===== src/terhc_pkg.sv =====
// Shared types, codes and constants for the thermo element ramp controller.
package terhc_pkg;

    localparam int DUTY_BITS = 8;
    localparam logic [7:0] DUTY_MASK = 8'((1 << DUTY_BITS) - 1);
    localparam logic [6:0] PCT_FULL = 7'd100;

    localparam int DIV_QBITS = 8;
    localparam int DIV_NBITS = 32;
    localparam int DIV_DBITS = 24;
    localparam int DIV_CBITS = $clog2(DIV_QBITS);

    localparam logic [1:0] MODE_STANDBY = 2'd0;
    localparam logic [1:0] MODE_HOT     = 2'd1;
    localparam logic [1:0] MODE_COLD    = 2'd2;

    localparam logic CMD_SET_MODE = 1'b0;
    localparam logic CMD_UPDATE   = 1'b1;

    localparam logic [2:0] CFG_HOT_LIMIT  = 3'd0;
    localparam logic [2:0] CFG_COLD_LIMIT = 3'd1;
    localparam logic [2:0] CFG_HYSTERESIS = 3'd2;
    localparam logic [2:0] CFG_RAMP_TIME  = 3'd3;
    localparam logic [2:0] CFG_MAX_DUTY   = 3'd4;

    typedef enum logic [8:0] {
        ST_IDLE     = 9'b000000001,
        ST_PREP     = 9'b000000010,
        ST_ELAP     = 9'b000000100,
        ST_EVAL     = 9'b000001000,
        ST_LAUNCH_D = 9'b000010000,
        ST_WAIT_D   = 9'b000100000,
        ST_LAUNCH_P = 9'b001000000,
        ST_WAIT_P   = 9'b010000000,
        ST_DONE     = 9'b100000000
    } state_t;

    typedef struct packed {
        logic capture;
        logic apply_mode;
        logic calc_elapsed;
        logic evaluate;
        logic div_start;
        logic div_sel_pct;
        logic div_capture;
        logic load_out;
    } ctrl_cmd_t;

    typedef struct packed {
        logic need_duty_div;
        logic need_pct_div;
        logic div_done;
        logic out_free;
    } dp_status_t;

endpackage


===== src/terhc_div.sv =====
// Shared iterative restoring divider, one quotient bit per cycle.
module terhc_div
    import terhc_pkg::*;
(
    input  logic                 aclk,
    input  logic                 aresetn,
    input  logic                 start,
    input  logic [DIV_NBITS-1:0] dividend,
    input  logic [DIV_DBITS-1:0] divisor,
    output logic                 done,
    output logic [DIV_QBITS-1:0] quotient
);

    logic                 busy_reg, busy_next;
    logic                 done_reg, done_next;
    logic [DIV_CBITS-1:0] cnt_reg, cnt_next;
    logic [DIV_DBITS-1:0] rem_reg, rem_next;
    logic [DIV_QBITS-1:0] shq_reg, shq_next;
    logic [DIV_DBITS:0]   trial;
    logic [DIV_DBITS:0]   diff;
    logic                 qbit;

    assign trial = {rem_reg, shq_reg[DIV_QBITS-1]};
    assign diff  = trial - {1'b0, divisor};
    assign qbit  = (trial >= {1'b0, divisor});

    always_comb begin
        busy_next = busy_reg;
        done_next = 1'b0;
        cnt_next  = cnt_reg;
        rem_next  = rem_reg;
        shq_next  = shq_reg;
        if (start) begin
            busy_next = 1'b1;
            cnt_next  = '0;
            rem_next  = dividend[DIV_NBITS-1:DIV_QBITS];
            shq_next  = dividend[DIV_QBITS-1:0];
        end else if (busy_reg) begin
            rem_next = qbit ? diff[DIV_DBITS-1:0] : trial[DIV_DBITS-1:0];
            shq_next = {shq_reg[DIV_QBITS-2:0], qbit};
            cnt_next = cnt_reg + 1'b1;
            if (cnt_reg == DIV_CBITS'(DIV_QBITS - 1)) begin
                busy_next = 1'b0;
                done_next = 1'b1;
            end
        end
    end

    always_ff @(posedge aclk) begin
        if (!aresetn) begin
            busy_reg <= 1'b0;
            done_reg <= 1'b0;
            cnt_reg  <= '0;
        end else begin
            busy_reg <= busy_next;
            done_reg <= done_next;
            cnt_reg  <= cnt_next;
        end
        rem_reg <= rem_next;
        shq_reg <= shq_next;
    end

    assign done     = done_reg;
    assign quotient = shq_reg;

endmodule


===== src/terhc_ctrl.sv =====
// Sequencer state machine for the thermo element ramp controller.
module terhc_ctrl
    import terhc_pkg::*;
(
    input  logic       aclk,
    input  logic       aresetn,
    input  logic       in_valid,
    output logic       in_ready,
    input  dp_status_t status,
    output ctrl_cmd_t  cmd
);

    state_t state_reg, state_next;

    always_comb begin
        state_next = state_reg;
        cmd        = '0;
        unique case (state_reg)
            ST_IDLE: begin
                cmd.capture = in_valid;
                if (in_valid) begin
                    state_next = ST_PREP;
                end
            end
            ST_PREP: begin
                cmd.apply_mode = 1'b1;
                state_next     = ST_ELAP;
            end
            ST_ELAP: begin
                cmd.calc_elapsed = 1'b1;
                state_next       = ST_EVAL;
            end
            ST_EVAL: begin
                cmd.evaluate = 1'b1;
                if (status.need_duty_div) begin
                    state_next = ST_LAUNCH_D;
                end else if (status.need_pct_div) begin
                    state_next = ST_LAUNCH_P;
                end else begin
                    state_next = ST_DONE;
                end
            end
            ST_LAUNCH_D: begin
                cmd.div_start = 1'b1;
                state_next    = ST_WAIT_D;
            end
            ST_WAIT_D: begin
                cmd.div_capture = status.div_done;
                if (status.div_done) begin
                    state_next = ST_LAUNCH_P;
                end
            end
            ST_LAUNCH_P: begin
                cmd.div_start   = 1'b1;
                cmd.div_sel_pct = 1'b1;
                state_next      = ST_WAIT_P;
            end
            ST_WAIT_P: begin
                cmd.div_sel_pct = 1'b1;
                cmd.div_capture = status.div_done;
                if (status.div_done) begin
                    state_next = ST_DONE;
                end
            end
            ST_DONE: begin
                cmd.load_out = status.out_free;
                if (status.out_free) begin
                    state_next = ST_IDLE;
                end
            end
            default: begin
                state_next = ST_IDLE;
            end
        endcase
    end

    always_ff @(posedge aclk) begin
        if (!aresetn) begin
            state_reg <= ST_IDLE;
        end else begin
            state_reg <= state_next;
        end
    end

    assign in_ready = (state_reg == ST_IDLE);

endmodule


===== src/terhc_dpath.sv =====
// Datapath: configuration, element state, ramp arithmetic and result register.
module terhc_dpath
    import terhc_pkg::*;
(
    input  logic        aclk,
    input  logic        aresetn,
    input  logic        cfg_wr,
    input  logic [2:0]  cfg_index,
    input  logic [23:0] cfg_data,
    input  logic        in_command,
    input  logic [1:0]  in_new_mode,
    input  logic [15:0] in_temperature,
    input  logic [31:0] in_now_ms,
    input  ctrl_cmd_t   cmd,
    output dp_status_t  status,
    input  logic        out_ready,
    output logic        out_valid,
    output logic [23:0] out_data
);

    logic signed [15:0] hot_limit_reg;
    logic signed [15:0] cold_limit_reg;
    logic [14:0]        hysteresis_reg;
    logic [23:0]        ramp_time_reg;
    logic [7:0]         max_duty_reg;

    logic               command_reg;
    logic [1:0]         new_mode_reg;
    logic signed [15:0] temp_reg;
    logic [31:0]        now_reg;

    logic [1:0]  mode_reg, mode_next;
    logic        drive_reg, drive_next;
    logic        ramp_reg, ramp_next;
    logic [31:0] start_reg, start_next;
    logic [7:0]  duty_reg, duty_next;
    logic        dir_a_reg, dir_a_next;
    logic        dir_b_reg, dir_b_next;
    logic        enable_reg, enable_next;
    logic [6:0]  pct_reg, pct_next;

    logic [31:0] elapsed_reg;
    logic [31:0] prod_duty_reg;
    logic [31:0] prod_pct_reg;

    logic        out_valid_reg;
    logic [23:0] out_data_reg;

    logic               expired;
    logic               is_update;
    logic signed [17:0] temp_ext;
    logic signed [17:0] hy_ext;
    logic signed [17:0] hot_ext;
    logic signed [17:0] cold_ext;
    logic               hyst_drive;
    logic               div_done;
    logic [7:0]         div_q;
    logic [31:0]        div_dividend;

    assign is_update = (command_reg == CMD_UPDATE);
    assign expired   = (elapsed_reg >= {8'd0, ramp_time_reg});
    assign temp_ext  = {{2{temp_reg[15]}}, temp_reg};
    assign hy_ext    = {3'd0, hysteresis_reg};
    assign hot_ext   = {{2{hot_limit_reg[15]}}, hot_limit_reg};
    assign cold_ext  = {{2{cold_limit_reg[15]}}, cold_limit_reg};

    always_comb begin
        hyst_drive = 1'b0;
        unique case (mode_reg)
            MODE_HOT: begin
                if (drive_reg && temp_ext >= hot_ext + hy_ext) begin
                    hyst_drive = 1'b0;
                end else if (!drive_reg && temp_ext <= hot_ext - hy_ext) begin
                    hyst_drive = 1'b1;
                end else begin
                    hyst_drive = drive_reg;
                end
            end
            MODE_COLD: begin
                if (drive_reg && temp_ext <= cold_ext - hy_ext) begin
                    hyst_drive = 1'b0;
                end else if (!drive_reg && temp_ext >= cold_ext + hy_ext) begin
                    hyst_drive = 1'b1;
                end else begin
                    hyst_drive = drive_reg;
                end
            end
            default: begin
                hyst_drive = 1'b0;
            end
        endcase
    end

    always_comb begin
        mode_next   = mode_reg;
        drive_next  = drive_reg;
        ramp_next   = ramp_reg;
        start_next  = start_reg;
        duty_next   = duty_reg;
        dir_a_next  = dir_a_reg;
        dir_b_next  = dir_b_reg;
        enable_next = enable_reg;
        pct_next    = pct_reg;
        if (cmd.apply_mode && !is_update) begin
            if (new_mode_reg != mode_reg && new_mode_reg <= MODE_COLD) begin
                mode_next  = new_mode_reg;
                start_next = now_reg;
                if (new_mode_reg == MODE_STANDBY) begin
                    enable_next = 1'b0;
                    drive_next  = 1'b0;
                    ramp_next   = 1'b0;
                    duty_next   = '0;
                end else begin
                    enable_next = 1'b1;
                    drive_next  = 1'b1;
                    ramp_next   = 1'b1;
                end
            end
        end
        if (cmd.evaluate) begin
            pct_next = (ramp_reg && expired && !is_update) ? PCT_FULL : '0;
            if (is_update) begin
                if (ramp_reg) begin
                    drive_next = 1'b1;
                    if (expired) begin
                        duty_next = max_duty_reg & DUTY_MASK;
                        ramp_next = 1'b0;
                    end
                end else begin
                    drive_next = hyst_drive;
                    duty_next  = hyst_drive ? (max_duty_reg & DUTY_MASK) : '0;
                end
                if (mode_reg != MODE_STANDBY) begin
                    dir_a_next = (mode_reg == MODE_COLD);
                    dir_b_next = (mode_reg == MODE_HOT);
                end
            end
        end
        if (cmd.div_capture) begin
            if (cmd.div_sel_pct) begin
                pct_next = div_q[6:0];
            end else begin
                duty_next = div_q & DUTY_MASK;
            end
        end
    end

    always_ff @(posedge aclk) begin
        if (!aresetn) begin
            hot_limit_reg  <= 16'sd800;
            cold_limit_reg <= 16'sd160;
            hysteresis_reg <= 15'd16;
            ramp_time_reg  <= 24'd5000;
            max_duty_reg   <= 8'd255;
            mode_reg       <= MODE_STANDBY;
            drive_reg      <= 1'b0;
            ramp_reg       <= 1'b0;
            start_reg      <= '0;
            duty_reg       <= '0;
            dir_a_reg      <= 1'b0;
            dir_b_reg      <= 1'b0;
            enable_reg     <= 1'b0;
            out_valid_reg  <= 1'b0;
        end else begin
            if (cfg_wr) begin
                unique case (cfg_index)
                    CFG_HOT_LIMIT:  hot_limit_reg  <= cfg_data[15:0];
                    CFG_COLD_LIMIT: cold_limit_reg <= cfg_data[15:0];
                    CFG_HYSTERESIS: hysteresis_reg <= cfg_data[14:0];
                    CFG_RAMP_TIME:  ramp_time_reg  <= cfg_data;
                    CFG_MAX_DUTY:   max_duty_reg   <= cfg_data[7:0];
                    default: begin
                    end
                endcase
            end
            mode_reg   <= mode_next;
            drive_reg  <= drive_next;
            ramp_reg   <= ramp_next;
            start_reg  <= start_next;
            duty_reg   <= duty_next;
            dir_a_reg  <= dir_a_next;
            dir_b_reg  <= dir_b_next;
            enable_reg <= enable_next;
            if (cmd.load_out) begin
                out_valid_reg <= 1'b1;
            end else if (out_ready) begin
                out_valid_reg <= 1'b0;
            end
        end
        pct_reg <= pct_next;
        if (cmd.capture) begin
            command_reg  <= in_command;
            new_mode_reg <= in_new_mode;
            temp_reg     <= in_temperature;
            now_reg      <= in_now_ms;
        end
        if (cmd.calc_elapsed) begin
            elapsed_reg <= now_reg - start_reg;
        end
        if (cmd.evaluate) begin
            prod_duty_reg <= {8'd0, elapsed_reg[23:0]} * {24'd0, max_duty_reg};
            prod_pct_reg  <= {8'd0, elapsed_reg[23:0]} * {25'd0, PCT_FULL};
        end
        if (cmd.load_out) begin
            out_data_reg <= {2'b00, pct_reg, ramp_reg, enable_reg, dir_b_reg, dir_a_reg,
                             mode_reg, drive_reg, duty_reg};
        end
    end

    assign div_dividend = cmd.div_sel_pct ? prod_pct_reg : prod_duty_reg;

    terhc_div u_div (
        .aclk     (aclk),
        .aresetn  (aresetn),
        .start    (cmd.div_start),
        .dividend (div_dividend),
        .divisor  (ramp_time_reg),
        .done     (div_done),
        .quotient (div_q)
    );

    assign status.need_pct_div  = ramp_reg && !expired;
    assign status.need_duty_div = is_update && ramp_reg && !expired;
    assign status.div_done      = div_done;
    assign status.out_free      = !out_valid_reg || out_ready;

    assign out_valid = out_valid_reg;
    assign out_data  = out_data_reg;

endmodule


===== src/thermo_element_ramp_hysteresis_ctrl.sv =====
// Top level of the thermo element controller with soft-start ramp and hysteresis.
//
//  channel  direction  ports                                    content
//  s_       in         s_tvalid s_tready s_tdata[55:0] s_tuser  one command transaction
//  m_       out        m_tvalid m_tready m_tdata[23:0]          element state after it
//  cfg_     in         cfg_valid cfg_ready cfg_index cfg_data   register write
//
// One item at a time; while the ramp runs, a set-mode item takes one divider pass
// and an update takes two, else none; each divider pass has 8 steps.
// A finished result waits in the output register while the next item is taken.
// aresetn is synchronous; it restores register defaults and standby state.
// A stalled m_ side blocks only the final write of the next result.
module thermo_element_ramp_hysteresis_ctrl
    import terhc_pkg::*;
(
    input  logic        aclk,
    input  logic        aresetn,
    input  logic        s_tvalid,
    output logic        s_tready,
    input  logic [55:0] s_tdata,   // new_mode[1:0], temperature[17:2], now_ms[49:18]
    input  logic        s_tuser,   // command
    output logic        m_tvalid,
    input  logic        m_tready,
    output logic [23:0] m_tdata,   // duty[7:0], heater_on[8], active_mode[10:9], dir_a[11],
                                   // dir_b[12], bridge_enable[13], ramping_now[14],
                                   // ramp_percent[21:15]
    input  logic        cfg_valid,
    output logic        cfg_ready,
    input  logic [2:0]  cfg_index,
    input  logic [23:0] cfg_data
);

    ctrl_cmd_t  cmd;
    dp_status_t status;

    assign cfg_ready = 1'b1;

    terhc_ctrl u_ctrl (
        .aclk     (aclk),
        .aresetn  (aresetn),
        .in_valid (s_tvalid),
        .in_ready (s_tready),
        .status   (status),
        .cmd      (cmd)
    );

    terhc_dpath u_dpath (
        .aclk           (aclk),
        .aresetn        (aresetn),
        .cfg_wr         (cfg_valid),
        .cfg_index      (cfg_index),
        .cfg_data       (cfg_data),
        .in_command     (s_tuser),
        .in_new_mode    (s_tdata[1:0]),
        .in_temperature (s_tdata[17:2]),
        .in_now_ms      (s_tdata[49:18]),
        .cmd            (cmd),
        .status         (status),
        .out_ready      (m_tready),
        .out_valid      (m_tvalid),
        .out_data       (m_tdata)
    );

endmodule


===== config.mk =====
export PLATFORM = sky130hd
export DESIGN_NAME = thermo_element_ramp_hysteresis_ctrl
export DESIGN_NICKNAME = d
export VERILOG_FILES = /design/src/terhc_pkg.sv /design/src/terhc_div.sv /design/src/terhc_ctrl.sv /design/src/terhc_dpath.sv /design/src/thermo_element_ramp_hysteresis_ctrl.sv
export SDC_FILE = /design/constraint.sdc
export NUM_CORES = 1
export LEC_CHECK = 0
export BUFFER_PORTS_ARGS = -buffer_cell sky130_fd_sc_hd__buf_2
export CORE_ASPECT_RATIO = 1.5
export CORE_UTILIZATION = 35
export CTS_CLUSTER_DIAMETER = 50
export DETAILED_ROUTE_END_ITERATION = 8
export GPL_ROUTABILITY_DRIVEN = 1
export PLACE_DENSITY = 0.53
export SETUP_SLACK_MARGIN = 0.15
export SYNTH_ARGS = -nofsm -noshare
export SYNTH_HDL_FRONTEND = slang
export SYNTH_SLANG_ARGS = --single-unit

===== constraint.sdc =====
create_clock -name aclk -period 6.2 [get_ports aclk]
set_input_delay 1.24 -clock aclk [delete_from_list [all_inputs] [get_ports aclk]]
set_output_delay 1.24 -clock aclk [all_outputs]
set_load 0.01 [all_outputs]

==> insert_results.sql <==
INSERT INTO impl_metrics (metric_group, metric, value, unit) VALUES
('synth', 'synth-edff-count', '198', ''),
('clock_tree', 'clock_sink_count', '346', ''),
('timing', 'final-setup-viol-count', '0', ''),
('detailed_routing', 'drt_iter0_drc', '966', ''),
('min_path', 'holdPathStages', '0', ''),
('grt', 'antenna_found_initial', '1', ''),
('critical_path', 'ff2ff_path_depth', '15', ''),
('clock_tree', 'clock_tree.buffer_depth', '3', ''),
('layout', 'mostFrequentLayoutCell', 'nand2_1', ''),
('synth', 'yosys_warnings', '0', ''),
('timing', 'final.setup_skew', '0.02397', 'ns'),
('layout', 'area_growth_syn_to_layout', '11.18', '%'),
('layout', 'postLayoutCellArea', '31520', 'µm²'),
('detailed_routing', 'total_routed_wirelength', '78.24', 'mm'),
('synth', 'seq_area_frac_synth', '31.42', '%'),
('floorplanning', 'start_util', '35.40', '%'),
('critical_path', 'critPathLaunchType', 'flip-flop', ''),
('placed_design', 'dp.final_hpwl', '62.85', 'mm'),
('grt', 'track_usage', '19.00', '%'),
('placed_design', 'detailed_place.area', '30170', 'µm²'),
('pwr', 'totalPowerFinal', '6.985', 'mW'),
('clock_tree', 'clockRootBuffer', 'clkbuf_16', ''),
('grt', 'residual_overflow_from_global_routing', '0', ''),
('clock_tree', 'cts_max_level', '2', ''),
('clock_tree', 'post_cts_hold_buffer_count', '0', ''),
('timing', 'worstMarginPinSlew', '1.059', 'ns'),
('grt', 'grt_use_met2', '37.32', '%'),
('placed_design', 'portBuffers', '106', ''),
('timing', 'max-slew-margin-rel', '29.26', '%'),
('detailed_routing', 'wire_per_inst', '18.55', 'µm'),
('floorplanning', 'boundaryPins', '116', ''),
('critical_path', 'worst-endpoint-required', '6.65', 'ns'),
('timing', 'totalNegativeSetupSlack', '0', 'ns'),
('timing', 'fin_ws', '0.5242', 'ns'),
('synth', 'syn_inst', '3055', ''),
('pwr', 'vdd.ir_drop.worst', '0.1875', 'mV'),
('floorplanning', 'floorplan.die.width', '234.4', 'µm'),
('synth', 'yosys.cell_types.count', '89', ''),
('min_path', 'hp-class', 'flip-flop to flip-flop', ''),
('grt', 'largest_net_degree_at_the_start_of_global_routing', '89', ''),
('floorplanning', 'placeableCoreArea', '80090', 'µm²'),
('clock_tree', 'cts_buffers', '42', ''),
('synth', 'yosys_register_bits', '346', ''),
('run', 'max_cap_violations', '0', ''),
('clock_tree', 'tritoncts_clock_tree', 'done', ''),
('layout', 'post_route_cells_drive_above_1_share', '8.323', '%'),
('clock_tree', 'insertion_delay', '0.58', 'ns'),
('pwr', 'powerDensity', '221.6', 'nW/µm²'),
('layout', 'highest_count_cells_in_the_layout_ignoring_fill_and_taps', '438 x nand2_1, 364 x inv_1, 340 x ha_1', ''),
('timing', 'fin_crit_sh', '91.54', '%'),
('grt', 'gr-max-usage-layer', 'met2', ''),
('synth', 'synth.avg_cell_area', '9.280', 'µm²'),
('timing', 'final_hold_viol_count', '0', ''),
('timing', 'final.min_clock_period', '5.676', 'ns'),
('grt', 'grt_pass1_wl', '119.3', 'mm'),
('grt', 'grt_util_met3', '1.821', '%'),
('detailed_routing', 'detail-route-antenna-nets', '0', ''),
('clock_tree', 'post_cts_sizing_count', '0', ''),
('critical_path', 'critical_path_data_arrival_time', '6.13', 'ns'),
('timing', 'finalMaxSlewViolations', '0', ''),
('detailed_routing', 'num_vias', '21372', ''),
('floorplanning', 'die-area', '82170', 'µm²'),
('synth', 'ys_async_sr_fraction', '0', '%'),
('placed_design', 'place_worst_setup_slack', '0.4625', 'ns'),
('layout', 'final_core_util', '39.36', '%'),
('detailed_routing', 'dr.pass1.iters', '5', ''),
('grt', 'global_route.usage.met1', '19.85', '%'),
('floorplanning', 'height_of_the_die', '350.6', 'µm'),
('placed_design', 'place.gp.congestion', '0.8819', ''),
('run_status', 'outcome', 'finished clean', ''),
('pwr', 'leakage', '13.61', 'nW'),
('grt', 'grt_pass1_vias', '21438', ''),
('critical_path', 'critical_path_peak_fanout', '12', ''),
('clock_tree', 'cts.repair_timing.setup_buffer_count', '0', ''),
('synth', 'synthesis.area', '28350', 'µm²'),
('timing', 'max_clock_freq', '0.1762', 'GHz'),
('synth', 'postSynth.topFlopCell', 'edfxtp_1', ''),
('critical_path', 'timing.critical_path.to_type', 'flip-flop', ''),
('timing', 'grt_setup_unrepaired', 'no', ''),
('detailed_routing', 'drc_errors', '0', ''),
('clock_tree', 'path_clk_slew', '0.06', 'ns'),
('layout', 'nets', '3736', ''),
('detailed_routing', 'dr_vias_cell', '5.068', ''),
('critical_path', 'criticalPathCategory', 'flip-flop to flip-flop', ''),
('floorplanning', 'rows', '127', '');
## through the flow
step           hold slack, ns  std cells
2_1_floorplan          0.4019       3056
3_3_place_gp           0.4152       4138
3_5_place_dp           0.4185       4138
4_1_cts                0.4335       4216
5_1_grt                0.4490       4216
6_report               0.4290       4217
## power by group
part           switching [mW]  internal (mW)  leakage [nW]
Clock                    1.05           1.41         0.658
Combinational            1.09          0.830          9.93
Sequential             0.0508           2.55          3.02
## kinds of logic after synthesis
logic type	after synthesis	share of synthesized area, %
xor+xnor	148	4.572
mux	27	0.9533
compound gates	635	15.14
fa+ha+maj	497	26.09
simple gates	924	15.37
other cells	2	0.02649
buf+inv	476	6.426
flops	346	31.42
## routing by layer
metal | vias to the layer above | share of wire (%)
met5 | - | 0
met4 | 0 | 4.6
met3 | 141 | 2.4
met2 | 296 | 55
met1 | 10329 | 38
li1 | 10606 | -
## synthesized netlist by cell type (all sizes together) (5+ instances only)
| cell | n | share of area [%] |
|---|---|---|
| or3 | 17 | 0.39 |
| o21bai | 26 | 0.69 |
| o31a | 5 | 0.15 |
| a31oi | 23 | 0.51 |
| or2 | 14 | 0.31 |
| nor3b | 5 | 0.13 |
| clkbuf | 96 | 1.3 |
| dfxtp | 148 | 10 |
| edfxtp | 198 | 21 |
| mux2i | 27 | 0.95 |
| a221oi | 9 | 0.34 |
| xor2 | 34 | 1.1 |
| nand4 | 22 | 0.49 |
| nor3 | 36 | 0.69 |
| nor4b | 5 | 0.15 |
| a21oi | 171 | 3.0 |
| inv | 365 | 4.8 |
| nor2b | 50 | 1.1 |
| a22oi | 6 | 0.16 |
| a221o | 10 | 0.35 |
| a211o | 6 | 0.19 |
| nor2 | 119 | 1.6 |
| and2 | 91 | 2.0 |
| xnor2 | 114 | 3.5 |
| buf | 15 | 0.32 |
| a41oi | 6 | 0.24 |
| nand3 | 57 | 1.0 |
| nand2 | 439 | 5.8 |
| nor4 | 8 | 0.18 |
| a21boi | 102 | 2.7 |
| fa | 157 | 11 |
| o21a | 22 | 0.58 |
| a21o | 73 | 1.9 |
| ha | 340 | 15 |
| o31ai | 9 | 0.27 |
| o21ai | 81 | 1.4 |
| nand2b | 19 | 0.42 |
| and3 | 26 | 0.57 |
| a211oi | 33 | 0.89 |
| o211ai | 14 | 0.37 |
## cell type report
class                      count  area [µm²]
multi-input combinational   2234       17650
antenna                        1       2.502
timing repair buffer         161       945.9
clock inverter                23       241.5
clock buffer                  55        1110
tap                         1032        1291
sequential                   346        8909
inverter                     365        1370
fill                        8142       48570
## critical path: stages, from the launching register on
cell and delay [ns]:
edfxtp_1 0.68, and2_1 0.30, fa_1 0.51, fa_1 0.46, fa_1 0.53, fa_1 0.50
ha_1 0.37, and3_1 0.25, nand3_1 0.09, nor3_1 0.07, nor4_1 0.34, nor2_1 0.16
a41oi_1 0.54, a311oi_1 0.22, or4_1 0.43, nand3_1 0.09
## final timing paths
check | start | endpoint | slack [ns]
min reg2reg | u_dpath.dir_b_reg | u_dpath.out_data[12] | 0.43
max reg2reg | u_dpath.elapsed_reg[7] | u_dpath.prod_duty_reg[30] | 0.52
min | u_dpath.dir_b_reg | u_dpath.out_data[12] | 0.43
max | u_dpath.elapsed_reg[7] | u_dpath.prod_duty_reg[30] | 0.52
Power figures use the tool's default switching activity.
